--- src/hw/rtl/hpp_pkg.sv ---
// Shared types and constants of the handshake packet parser.
// No dependencies; every other file of the block uses this package.
`default_nettype none

package hpp_pkg;

    localparam int NUM_VERSIONS      = 6;
    localparam int CFG_INDEX_W       = 3;
    localparam int MAX_ADDRESS_BYTES = 255;
    localparam int MAX_VARINT_BYTES  = 5;
    localparam int QUEUE_DEPTH       = 4;

    // Status codes of a summary word.
    localparam logic [2:0] ST_OK          = 3'd0;
    localparam logic [2:0] ST_BAD_ADDRESS = 3'd1;
    localparam logic [2:0] ST_BAD_VERSION = 3'd2;
    localparam logic [2:0] ST_BAD_STATE   = 3'd3;
    localparam logic [2:0] ST_TRUNCATED   = 3'd4;

    // Requested next states that are accepted.
    localparam logic [31:0] REQ_STATUS = 32'd1;
    localparam logic [31:0] REQ_LOGIN  = 32'd2;

    localparam logic KIND_ADDRESS = 1'b0;
    localparam logic KIND_SUMMARY = 1'b1;

    localparam logic [NUM_VERSIONS-1:0][31:0] VERSION_RESET = {
        32'd763, 32'd759, 32'd735, 32'd335, 32'd47, 32'd5
    };

    typedef logic [NUM_VERSIONS-1:0][31:0] t_version_list;

    typedef struct packed {
        logic [7:0] data_byte;
        logic       end_of_packet;
    } t_in_word;

    typedef struct packed {
        logic        item_kind;
        logic [7:0]  address_byte;
        logic [2:0]  status;
        logic [31:0] version_seen;
        logic [15:0] port_seen;
        logic [31:0] requested_state;
        logic [1:0]  session_state;
        logic [7:0]  address_length;
        logic        last_of_run;
    } t_out_word;

    // One queue entry: what a single input byte asks the back end to send.
    typedef struct packed {
        logic        has_addr;
        logic        has_sum;
        logic [7:0]  addr_byte;
        logic [2:0]  status;
        logic [31:0] version;
        logic [15:0] port;
        logic [31:0] req_state;
        logic [1:0]  session;
        logic [7:0]  addr_len;
    } t_cmd;

endpackage

`default_nettype wire

--- src/hw/rtl/hpp_front.sv ---
// Front end of the handshake packet parser: takes bytes, walks the packet
// fields and builds queue entries. Depends on hpp_pkg.
`default_nettype none

module hpp_front (
    input  wire logic                  i_clk,
    input  wire logic                  i_rst_n,
    input  wire logic                  i_in_valid,
    input  wire hpp_pkg::t_in_word     i_in_data,
    output logic                       o_in_stall,
    input  wire hpp_pkg::t_version_list i_versions,
    input  wire logic                  i_q_full,
    output logic                       o_q_push,
    output hpp_pkg::t_cmd              o_q_data
);

    typedef enum logic [2:0] {
        PH_VERSION,
        PH_ADDR_LEN,
        PH_ADDR,
        PH_PORT_HI,
        PH_PORT_LO,
        PH_STATE,
        PH_DONE,
        PH_SKIP
    } t_phase;

    t_phase      r_phase, n_phase;
    logic [31:0] r_acc, n_acc;
    logic [2:0]  r_vcnt, n_vcnt;
    logic [31:0] r_version, n_version;
    logic [7:0]  r_left, n_left;
    logic [7:0]  r_count, n_count;
    logic [15:0] r_port, n_port;
    logic [31:0] r_state_val, n_state_val;
    logic [2:0]  r_err, n_err;

    logic        accept;
    logic [7:0]  b;
    logic [31:0] acc_or;
    logic [2:0]  cnt_inc;
    logic        vdone;
    logic [31:0] vval;
    logic        has_addr;
    logic        ver_ok;
    hpp_pkg::t_cmd cmd;

    assign o_in_stall = i_q_full;
    assign accept     = i_in_valid && !i_q_full;
    assign b          = i_in_data.data_byte;

    // Varint step: seven payload bits per byte, groups beyond bit 31 drop out.
    assign acc_or  = r_acc | (32'(b[6:0]) << (6'(r_vcnt) * 6'd7));
    assign cnt_inc = r_vcnt + 3'd1;
    assign vdone   = !b[7] || (cnt_inc >= 3'(hpp_pkg::MAX_VARINT_BYTES));
    assign vval    = b[7] ? 32'hFFFF_FFFF : acc_or;

    always_comb begin
        n_phase     = r_phase;
        n_acc       = r_acc;
        n_vcnt      = r_vcnt;
        n_version   = r_version;
        n_left      = r_left;
        n_count     = r_count;
        n_port      = r_port;
        n_state_val = r_state_val;
        n_err       = r_err;
        has_addr    = 1'b0;
        unique case (r_phase)
            PH_VERSION: begin
                n_acc  = acc_or;
                n_vcnt = cnt_inc;
                if (vdone) begin
                    n_version = vval;
                    n_acc     = '0;
                    n_vcnt    = '0;
                    n_phase   = PH_ADDR_LEN;
                end
            end
            PH_ADDR_LEN: begin
                n_acc  = acc_or;
                n_vcnt = cnt_inc;
                if (vdone) begin
                    n_acc  = '0;
                    n_vcnt = '0;
                    if (vval >= 32'd1 && vval <= 32'(hpp_pkg::MAX_ADDRESS_BYTES)) begin
                        n_left  = vval[7:0];
                        n_phase = PH_ADDR;
                    end else begin
                        n_err   = hpp_pkg::ST_BAD_ADDRESS;
                        n_phase = PH_SKIP;
                    end
                end
            end
            PH_ADDR: begin
                has_addr = 1'b1;
                n_count  = r_count + 8'd1;
                n_left   = r_left - 8'd1;
                if (r_left == 8'd1) begin
                    n_phase = PH_PORT_HI;
                end
            end
            PH_PORT_HI: begin
                n_acc   = {24'd0, b};
                n_phase = PH_PORT_LO;
            end
            PH_PORT_LO: begin
                n_port  = {r_acc[7:0], b};
                n_acc   = '0;
                n_phase = PH_STATE;
            end
            PH_STATE: begin
                n_acc  = acc_or;
                n_vcnt = cnt_inc;
                if (vdone) begin
                    n_state_val = vval;
                    n_acc       = '0;
                    n_vcnt      = '0;
                    n_phase     = PH_DONE;
                end
            end
            PH_DONE: begin
            end
            PH_SKIP: begin
            end
        endcase
    end

    // The version is settled long before the packet can be complete.
    always_comb begin
        ver_ok = 1'b0;
        for (int i = 0; i < hpp_pkg::NUM_VERSIONS; i++) begin
            if (r_version == i_versions[i]) begin
                ver_ok = 1'b1;
            end
        end
    end

    always_comb begin
        cmd           = '0;
        cmd.has_addr  = has_addr;
        cmd.has_sum   = i_in_data.end_of_packet;
        cmd.addr_byte = b;
        if (n_phase == PH_SKIP) begin
            cmd.status = n_err;
        end else begin
            cmd.version   = n_version;
            cmd.port      = n_port;
            cmd.req_state = n_state_val;
            cmd.addr_len  = n_count;
            if (n_phase != PH_DONE) begin
                cmd.status = hpp_pkg::ST_TRUNCATED;
            end else if (!ver_ok) begin
                cmd.status = hpp_pkg::ST_BAD_VERSION;
            end else if (n_state_val == hpp_pkg::REQ_STATUS ||
                         n_state_val == hpp_pkg::REQ_LOGIN) begin
                cmd.status  = hpp_pkg::ST_OK;
                cmd.session = n_state_val[1:0];
            end else begin
                cmd.status = hpp_pkg::ST_BAD_STATE;
            end
        end
    end

    assign o_q_push = accept && (has_addr || i_in_data.end_of_packet);
    assign o_q_data = cmd;

    always_ff @(posedge i_clk) begin
        if (!i_rst_n || (accept && i_in_data.end_of_packet)) begin
            r_phase     <= PH_VERSION;
            r_acc       <= '0;
            r_vcnt      <= '0;
            r_version   <= '0;
            r_left      <= '0;
            r_count     <= '0;
            r_port      <= '0;
            r_state_val <= '0;
            r_err       <= hpp_pkg::ST_OK;
        end else if (accept) begin
            r_phase     <= n_phase;
            r_acc       <= n_acc;
            r_vcnt      <= n_vcnt;
            r_version   <= n_version;
            r_left      <= n_left;
            r_count     <= n_count;
            r_port      <= n_port;
            r_state_val <= n_state_val;
            r_err       <= n_err;
        end
    end

endmodule

`default_nettype wire

--- src/hw/rtl/hpp_fifo.sv ---
// Short queue of parser entries between front and back end.
// Depends on hpp_pkg for the entry type.
`default_nettype none

module hpp_fifo #(
    parameter int DEPTH = hpp_pkg::QUEUE_DEPTH
) (
    input  wire logic          i_clk,
    input  wire logic          i_rst_n,
    input  wire logic          i_push,
    input  wire hpp_pkg::t_cmd i_data,
    output logic               o_full,
    input  wire logic          i_pop,
    output logic               o_empty,
    output hpp_pkg::t_cmd      o_data
);

    localparam int PTR_W = (DEPTH > 1) ? $clog2(DEPTH) : 1;
    localparam int CNT_W = $clog2(DEPTH + 1);

    hpp_pkg::t_cmd    r_mem [DEPTH];
    logic [PTR_W-1:0] r_wr_ptr, r_rd_ptr;
    logic [CNT_W-1:0] r_count;
    logic             do_push, do_pop;

    assign o_full  = (r_count == CNT_W'(DEPTH));
    assign o_empty = (r_count == '0);
    assign do_push = i_push && !o_full;
    assign do_pop  = i_pop && !o_empty;
    assign o_data  = r_mem[r_rd_ptr];

    always_ff @(posedge i_clk) begin
        if (!i_rst_n) begin
            r_wr_ptr <= '0;
            r_rd_ptr <= '0;
            r_count  <= '0;
        end else begin
            if (do_push) begin
                r_wr_ptr <= (r_wr_ptr == PTR_W'(DEPTH - 1)) ? '0 : r_wr_ptr + PTR_W'(1);
            end
            if (do_pop) begin
                r_rd_ptr <= (r_rd_ptr == PTR_W'(DEPTH - 1)) ? '0 : r_rd_ptr + PTR_W'(1);
            end
            if (do_push && !do_pop) begin
                r_count <= r_count + CNT_W'(1);
            end else if (do_pop && !do_push) begin
                r_count <= r_count - CNT_W'(1);
            end
        end
    end

    always_ff @(posedge i_clk) begin
        if (do_push) begin
            r_mem[r_wr_ptr] <= i_data;
        end
    end

endmodule

`default_nettype wire

--- src/hw/rtl/hpp_back.sv ---
// Back end of the handshake packet parser: turns queue entries into result
// words in an output register. Depends on hpp_pkg.
`default_nettype none

module hpp_back (
    input  wire logic          i_clk,
    input  wire logic          i_rst_n,
    input  wire logic          i_q_empty,
    input  wire hpp_pkg::t_cmd i_q_data,
    output logic               o_q_pop,
    output logic               o_out_valid,
    output hpp_pkg::t_out_word o_out_data,
    input  wire logic          i_out_stall
);

    logic               r_valid, n_valid;
    logic               r_addr_done, n_addr_done;
    hpp_pkg::t_out_word r_word, n_word;
    logic               can_load;

    assign can_load = !r_valid || !i_out_stall;

    always_comb begin
        n_valid     = r_valid && i_out_stall;
        n_addr_done = r_addr_done;
        n_word      = r_word;
        o_q_pop     = 1'b0;
        if (can_load && !i_q_empty) begin
            n_valid = 1'b1;
            n_word  = '0;
            // An entry with both an address byte and a summary sends the byte first.
            if (i_q_data.has_addr && !r_addr_done) begin
                n_word.item_kind    = hpp_pkg::KIND_ADDRESS;
                n_word.address_byte = i_q_data.addr_byte;
                if (i_q_data.has_sum) begin
                    n_addr_done = 1'b1;
                end else begin
                    o_q_pop = 1'b1;
                end
            end else begin
                n_word.item_kind       = hpp_pkg::KIND_SUMMARY;
                n_word.status          = i_q_data.status;
                n_word.version_seen    = i_q_data.version;
                n_word.port_seen       = i_q_data.port;
                n_word.requested_state = i_q_data.req_state;
                n_word.session_state   = i_q_data.session;
                n_word.address_length  = i_q_data.addr_len;
                n_word.last_of_run     = 1'b1;
                n_addr_done            = 1'b0;
                o_q_pop                = 1'b1;
            end
        end
    end

    always_ff @(posedge i_clk) begin
        if (!i_rst_n) begin
            r_valid     <= 1'b0;
            r_addr_done <= 1'b0;
        end else begin
            r_valid     <= n_valid;
            r_addr_done <= n_addr_done;
        end
    end

    always_ff @(posedge i_clk) begin
        r_word <= n_word;
    end

    assign o_out_valid = r_valid;
    assign o_out_data  = r_word;

endmodule

`default_nettype wire

--- src/hw/rtl/handshake_packet_parser.sv ---
// Top level of the handshake packet parser and its version registers.
// Depends on hpp_pkg, hpp_front, hpp_fifo and hpp_back.
`default_nettype none

// The parser takes one packet byte per cycle unless the queue is full: the
// front end updates its field registers per accepted byte and writes one
// queue entry for every byte that yields results. The back end sends one
// result word per cycle unless the output stalls, so a final byte that is
// also an address byte yields two words. A result passes through the queue
// and then the output register. The input stalls only while the queue of
// QUEUE_DEPTH entries is full, which happens when the output is held. The
// version registers are always ready and should be written while idle.
module handshake_packet_parser #(
    parameter int QUEUE_DEPTH = hpp_pkg::QUEUE_DEPTH
) (
    input  wire logic                           i_clk,
    input  wire logic                           i_rst_n,
    input  wire logic                           i_in_valid,
    input  wire hpp_pkg::t_in_word              i_in_data,
    output logic                                o_in_stall,
    output logic                                o_out_valid,
    output hpp_pkg::t_out_word                  o_out_data,
    input  wire logic                           i_out_stall,
    input  wire logic                           i_cfg_valid,
    output logic                                o_cfg_ready,
    input  wire logic [hpp_pkg::CFG_INDEX_W-1:0] i_cfg_index,
    input  wire logic [31:0]                    i_cfg_data
);

    hpp_pkg::t_version_list r_versions;
    logic                   q_push, q_full, q_pop, q_empty;
    hpp_pkg::t_cmd          q_wr_data, q_rd_data;

    assign o_cfg_ready = 1'b1;

    always_ff @(posedge i_clk) begin
        if (!i_rst_n) begin
            r_versions <= hpp_pkg::VERSION_RESET;
        end else if (i_cfg_valid &&
                     i_cfg_index < hpp_pkg::CFG_INDEX_W'(hpp_pkg::NUM_VERSIONS)) begin
            r_versions[i_cfg_index] <= i_cfg_data;
        end
    end

    hpp_front u_front (
        .i_clk      (i_clk),
        .i_rst_n    (i_rst_n),
        .i_in_valid (i_in_valid),
        .i_in_data  (i_in_data),
        .o_in_stall (o_in_stall),
        .i_versions (r_versions),
        .i_q_full   (q_full),
        .o_q_push   (q_push),
        .o_q_data   (q_wr_data)
    );

    hpp_fifo #(
        .DEPTH (QUEUE_DEPTH)
    ) u_fifo (
        .i_clk   (i_clk),
        .i_rst_n (i_rst_n),
        .i_push  (q_push),
        .i_data  (q_wr_data),
        .o_full  (q_full),
        .i_pop   (q_pop),
        .o_empty (q_empty),
        .o_data  (q_rd_data)
    );

    hpp_back u_back (
        .i_clk       (i_clk),
        .i_rst_n     (i_rst_n),
        .i_q_empty   (q_empty),
        .i_q_data    (q_rd_data),
        .o_q_pop     (q_pop),
        .o_out_valid (o_out_valid),
        .o_out_data  (o_out_data),
        .i_out_stall (i_out_stall)
    );

endmodule

`default_nettype wire

--- config.mk ---
export PLATFORM = sky130hd
export DESIGN_NAME = handshake_packet_parser
export DESIGN_NICKNAME = d
export VERILOG_FILES = /design/src/hw/rtl/hpp_pkg.sv /design/src/hw/rtl/hpp_front.sv /design/src/hw/rtl/hpp_fifo.sv /design/src/hw/rtl/hpp_back.sv /design/src/hw/rtl/handshake_packet_parser.sv
export SDC_FILE = /design/constraint.sdc
export NUM_CORES = 1
export LEC_CHECK = 0
export ABC_AREA = 0
export BUFFER_PORTS_ARGS = -buffer_cell sky130_fd_sc_hd__buf_2
export CAP_MARGIN = 20
export CORE_MARGIN = 5
export CORE_UTILIZATION = 35
export CTS_BUF_LIST = sky130_fd_sc_hd__clkbuf_8
export DETAILED_ROUTE_END_ITERATION = 12
export GPL_ROUTABILITY_DRIVEN = 0
export PLACE_DENSITY = 0.5
export RECOVER_POWER = 25
export SETUP_SLACK_MARGIN = 0.05
export SYNTH_ARGS = -nofsm -noshare
export SYNTH_HDL_FRONTEND = slang
export SYNTH_SLANG_ARGS = --single-unit
--- constraint.sdc ---
create_clock -name i_clk -period 23.9 [get_ports i_clk]
set_input_delay 4.78 -clock i_clk [delete_from_list [all_inputs] [get_ports i_clk]]
set_output_delay 4.78 -clock i_clk [all_outputs]
set_load 0.03 [all_outputs]
==> out/metrics.csv <==
metric;value;unit
syn_nets;2964;
grt_overflow;0;
die_x;330;um
avgSynthCellArea;12.4;um^2
routed_wl;106000;um
leakagePower;14.6;nW
tightestPinTransition;4.36;ns
hold_viol_final;0;
cts.repair.resized;0;
grt_pass1_wl;156000;um
viasPerCell;5.25;
internal-power;0.00276;W
final_nets;3090;
end_kind;flop;
slowest_delay;3.05;ns
synth-edff-count;514;
htreeDepth;4;
postCtsHoldBufs;0;
fin_area;0.0406;mm^2
wl_per_cell;23.4;um
synth_flop_cell;edfxtp_1;
tns;0;ns
seqPwrFrac;46.0;%
drc_errors;0;
vdd_drop_max;0.0540;mV
p_sw_share;33.0;%
setup_violations;0;
root_buffer;clkbuf_8;
clock_path_buffers;3;
crit_chain;clkbuf_1 > and2_1 > clkbuf_1 > nand2_1 > nand2_2 > clkbuf_1 > o32ai_1;
tritoncts;done;
cp.buffers_inverters;3;
status;complete, but fails checks;
slowest_stage;clkbuf_1;
p_per_area;101;mW/mm^2
insertion_delay;0.82;ns
antenna_found_initial;6;
critical_path_arrival;10.23;ns
p_sw;0.00135;W
required;24.41;ns
cap_viol_max_count;15;
synth_cells;2903;
io_pins;155;
p_clk_share;30.9;%
grt_max_degree;96;
critPathKind;in2reg;
yosys.area.top_type_share;43.0;%
rows;117;
critPathTopFamily;buffers and inverters;
total_power;0.00411;W
whs;0.455;ns
ys_warn_count;0;
relSlewSlack;-190;%
yosysUniqueCellTypes;81;
cp_max_fo;85;
grt_usage;19.2;%
finClkSkew;0.0592;ns
vias;23800;
initial_core_util;35.2;%
postCtsSetupRepairBufs;0;
grt_pass1_vias;23800;
violations;max-capacitance violations, max-slew violations;
min_period;9.72;ns
yosysMostFrequentCell;edfxtp_1;
yosysSeqAreaShare;62.0;%
clkTransAtPathRegs;0.06;ns
synth_area_leaders;edfxtp_1, dfxtp_1, mux4_2, nand2_1, xor2_1;
final_core_util;39.9;%
dpl_cell_area;0.0379;mm^2
dieArea;0.109;mm^2
ys_seq_elements;854;
drt_iter0_markers;1965;
yosysTopAreaCell;edfxtp_1;
min_path_type;reg2reg;
clock_sinks;854;
syn2layout_area_growth;13.2;%
p_comb_share;23.1;%
synth_area;0.0359;mm^2
core_area;0.102;mm^2
critPathLaunchType;input pin;
rsz0062_at_grt;false;
crit_top_cell;clkbuf_1;
synthTopCellsByCount;edfxtp_1, nand2_1, dfxtp_1;
die_y;330;um
layout-drive-gt1-share;17.9;%
synthArstFlopShare;0;%
slew_violations;677;
fmax;103;MHz
portBuffers;153;
post-route-period-util;40.7;%
cts_buffers;147;
drt_first_pass_iters;5;
detail-route-antenna-nets;0;
hpwl;68800;um
sequential cells by signal (all words and copies together), names as in the netlist, 16 cells and up, named ones only:
signal	flops
r_versions	192
u_back.o_out_data	102
u_fifo.r_mem	412
u_front.r_acc	32
u_front.r_port	16
u_front.r_state_val	32
u_front.r_version	32
per-layer routing:
metal,up-vias,part of all wire [%],track usage (%)
met2,911,48,31.7
li1,10800,-,-
met4,0,3.5,6.78
met5,-,0,0
met3,211,6.4,3.89
met1,11800,42,25.2
area by class of cell:
class | instances | area, um^2
fill | 9833 | 61200
sequential | 854 | 22200
multi-input combinational | 1816 | 12800
clock buffer | 164 | 2260
tap | 1368 | 1710
timing repair buffer | 192 | 1000
clock inverter | 108 | 584
inverter | 18 | 67.6
antenna | 3 | 7.51
metrics by stage:
step	instances	setup slack, ns
after global routing	4521	13.89
after global placement	4246	15.31
final	4523	14.18
after CTS	4520	16.19
after detailed placement	4248	15.32
after floorplan	2903	12.15
cell usage in the layout (no fill, tap or decap), types with 11 or more instances in the layout:
cell      Yosys  final
a211o_1      12     12
a211oi_1     45     45
a21boi_0    158    158
a21oi_1      85     84
a31oi_1      12     12
and2_1       21     13
buf_2         8    140
buf_4         4     25
clkbuf_1    175     25
clkbuf_8      0    164
clkinv_1      0     26
clkinv_2      0     14
dfxtp_1     340    339
edfxtp_1    514    514
ha_1         11     11
inv_1        18     69
mux4_2      103    103
nand2_1     512    511
nand3_1      52     50
nand4_1      18     18
nor2_1      132    130
nor2_4       18     19
nor2b_1     111    111
nor3_1       32     29
nor4_1       54     54
o21ai_0      20     21
o221a_2      42     42
o22ai_1      38     38
or3_1        15     15
xor2_1      202    202
power by group through the flow:
stage	sequential (W)	combinational (W)	clock [W]
floorplan	0.00206	0.000501	0
global placement	0.00191	0.000965	0
detailed placement	0.00192	0.000975	0
CTS	0.00189	0.000977	0.00131
global route	0.00191	0.00102	0.00138
finish	0.00189	0.000949	0.00127
cells by family (layout without fill, tap and decap cells):
group	Yosys count	after routing	synth area share (%)
AOI/OAI and AO/OA	488	488	10.1
and+or+nand+nor	999	999	13.1
adders and majority gates	12	12	0.439
DFF	854	854	62.0
muxes	108	108	6.60
buffers and inverters	233	482	2.68
xor gates and xnor gates	208	208	5.08
other	1	4	0.0104
worst paths after layout:
kind | cells after the start | slack (ns) | to | startpoint
worst max-delay path | 7 | 14.18 | u_front.r_left[0] | i_in_valid
worst min-delay path | 1 | 0.46 | u_front.r_err[1] | u_front.r_err[1]
worst max register to register | 5 | 16.56 | u_back.o_out_data[10] | flop
worst min register to register | 1 | 0.46 | u_front.r_err[1] | u_front.r_err[1]
Note: power is estimated with default switching activity, not from simulation.
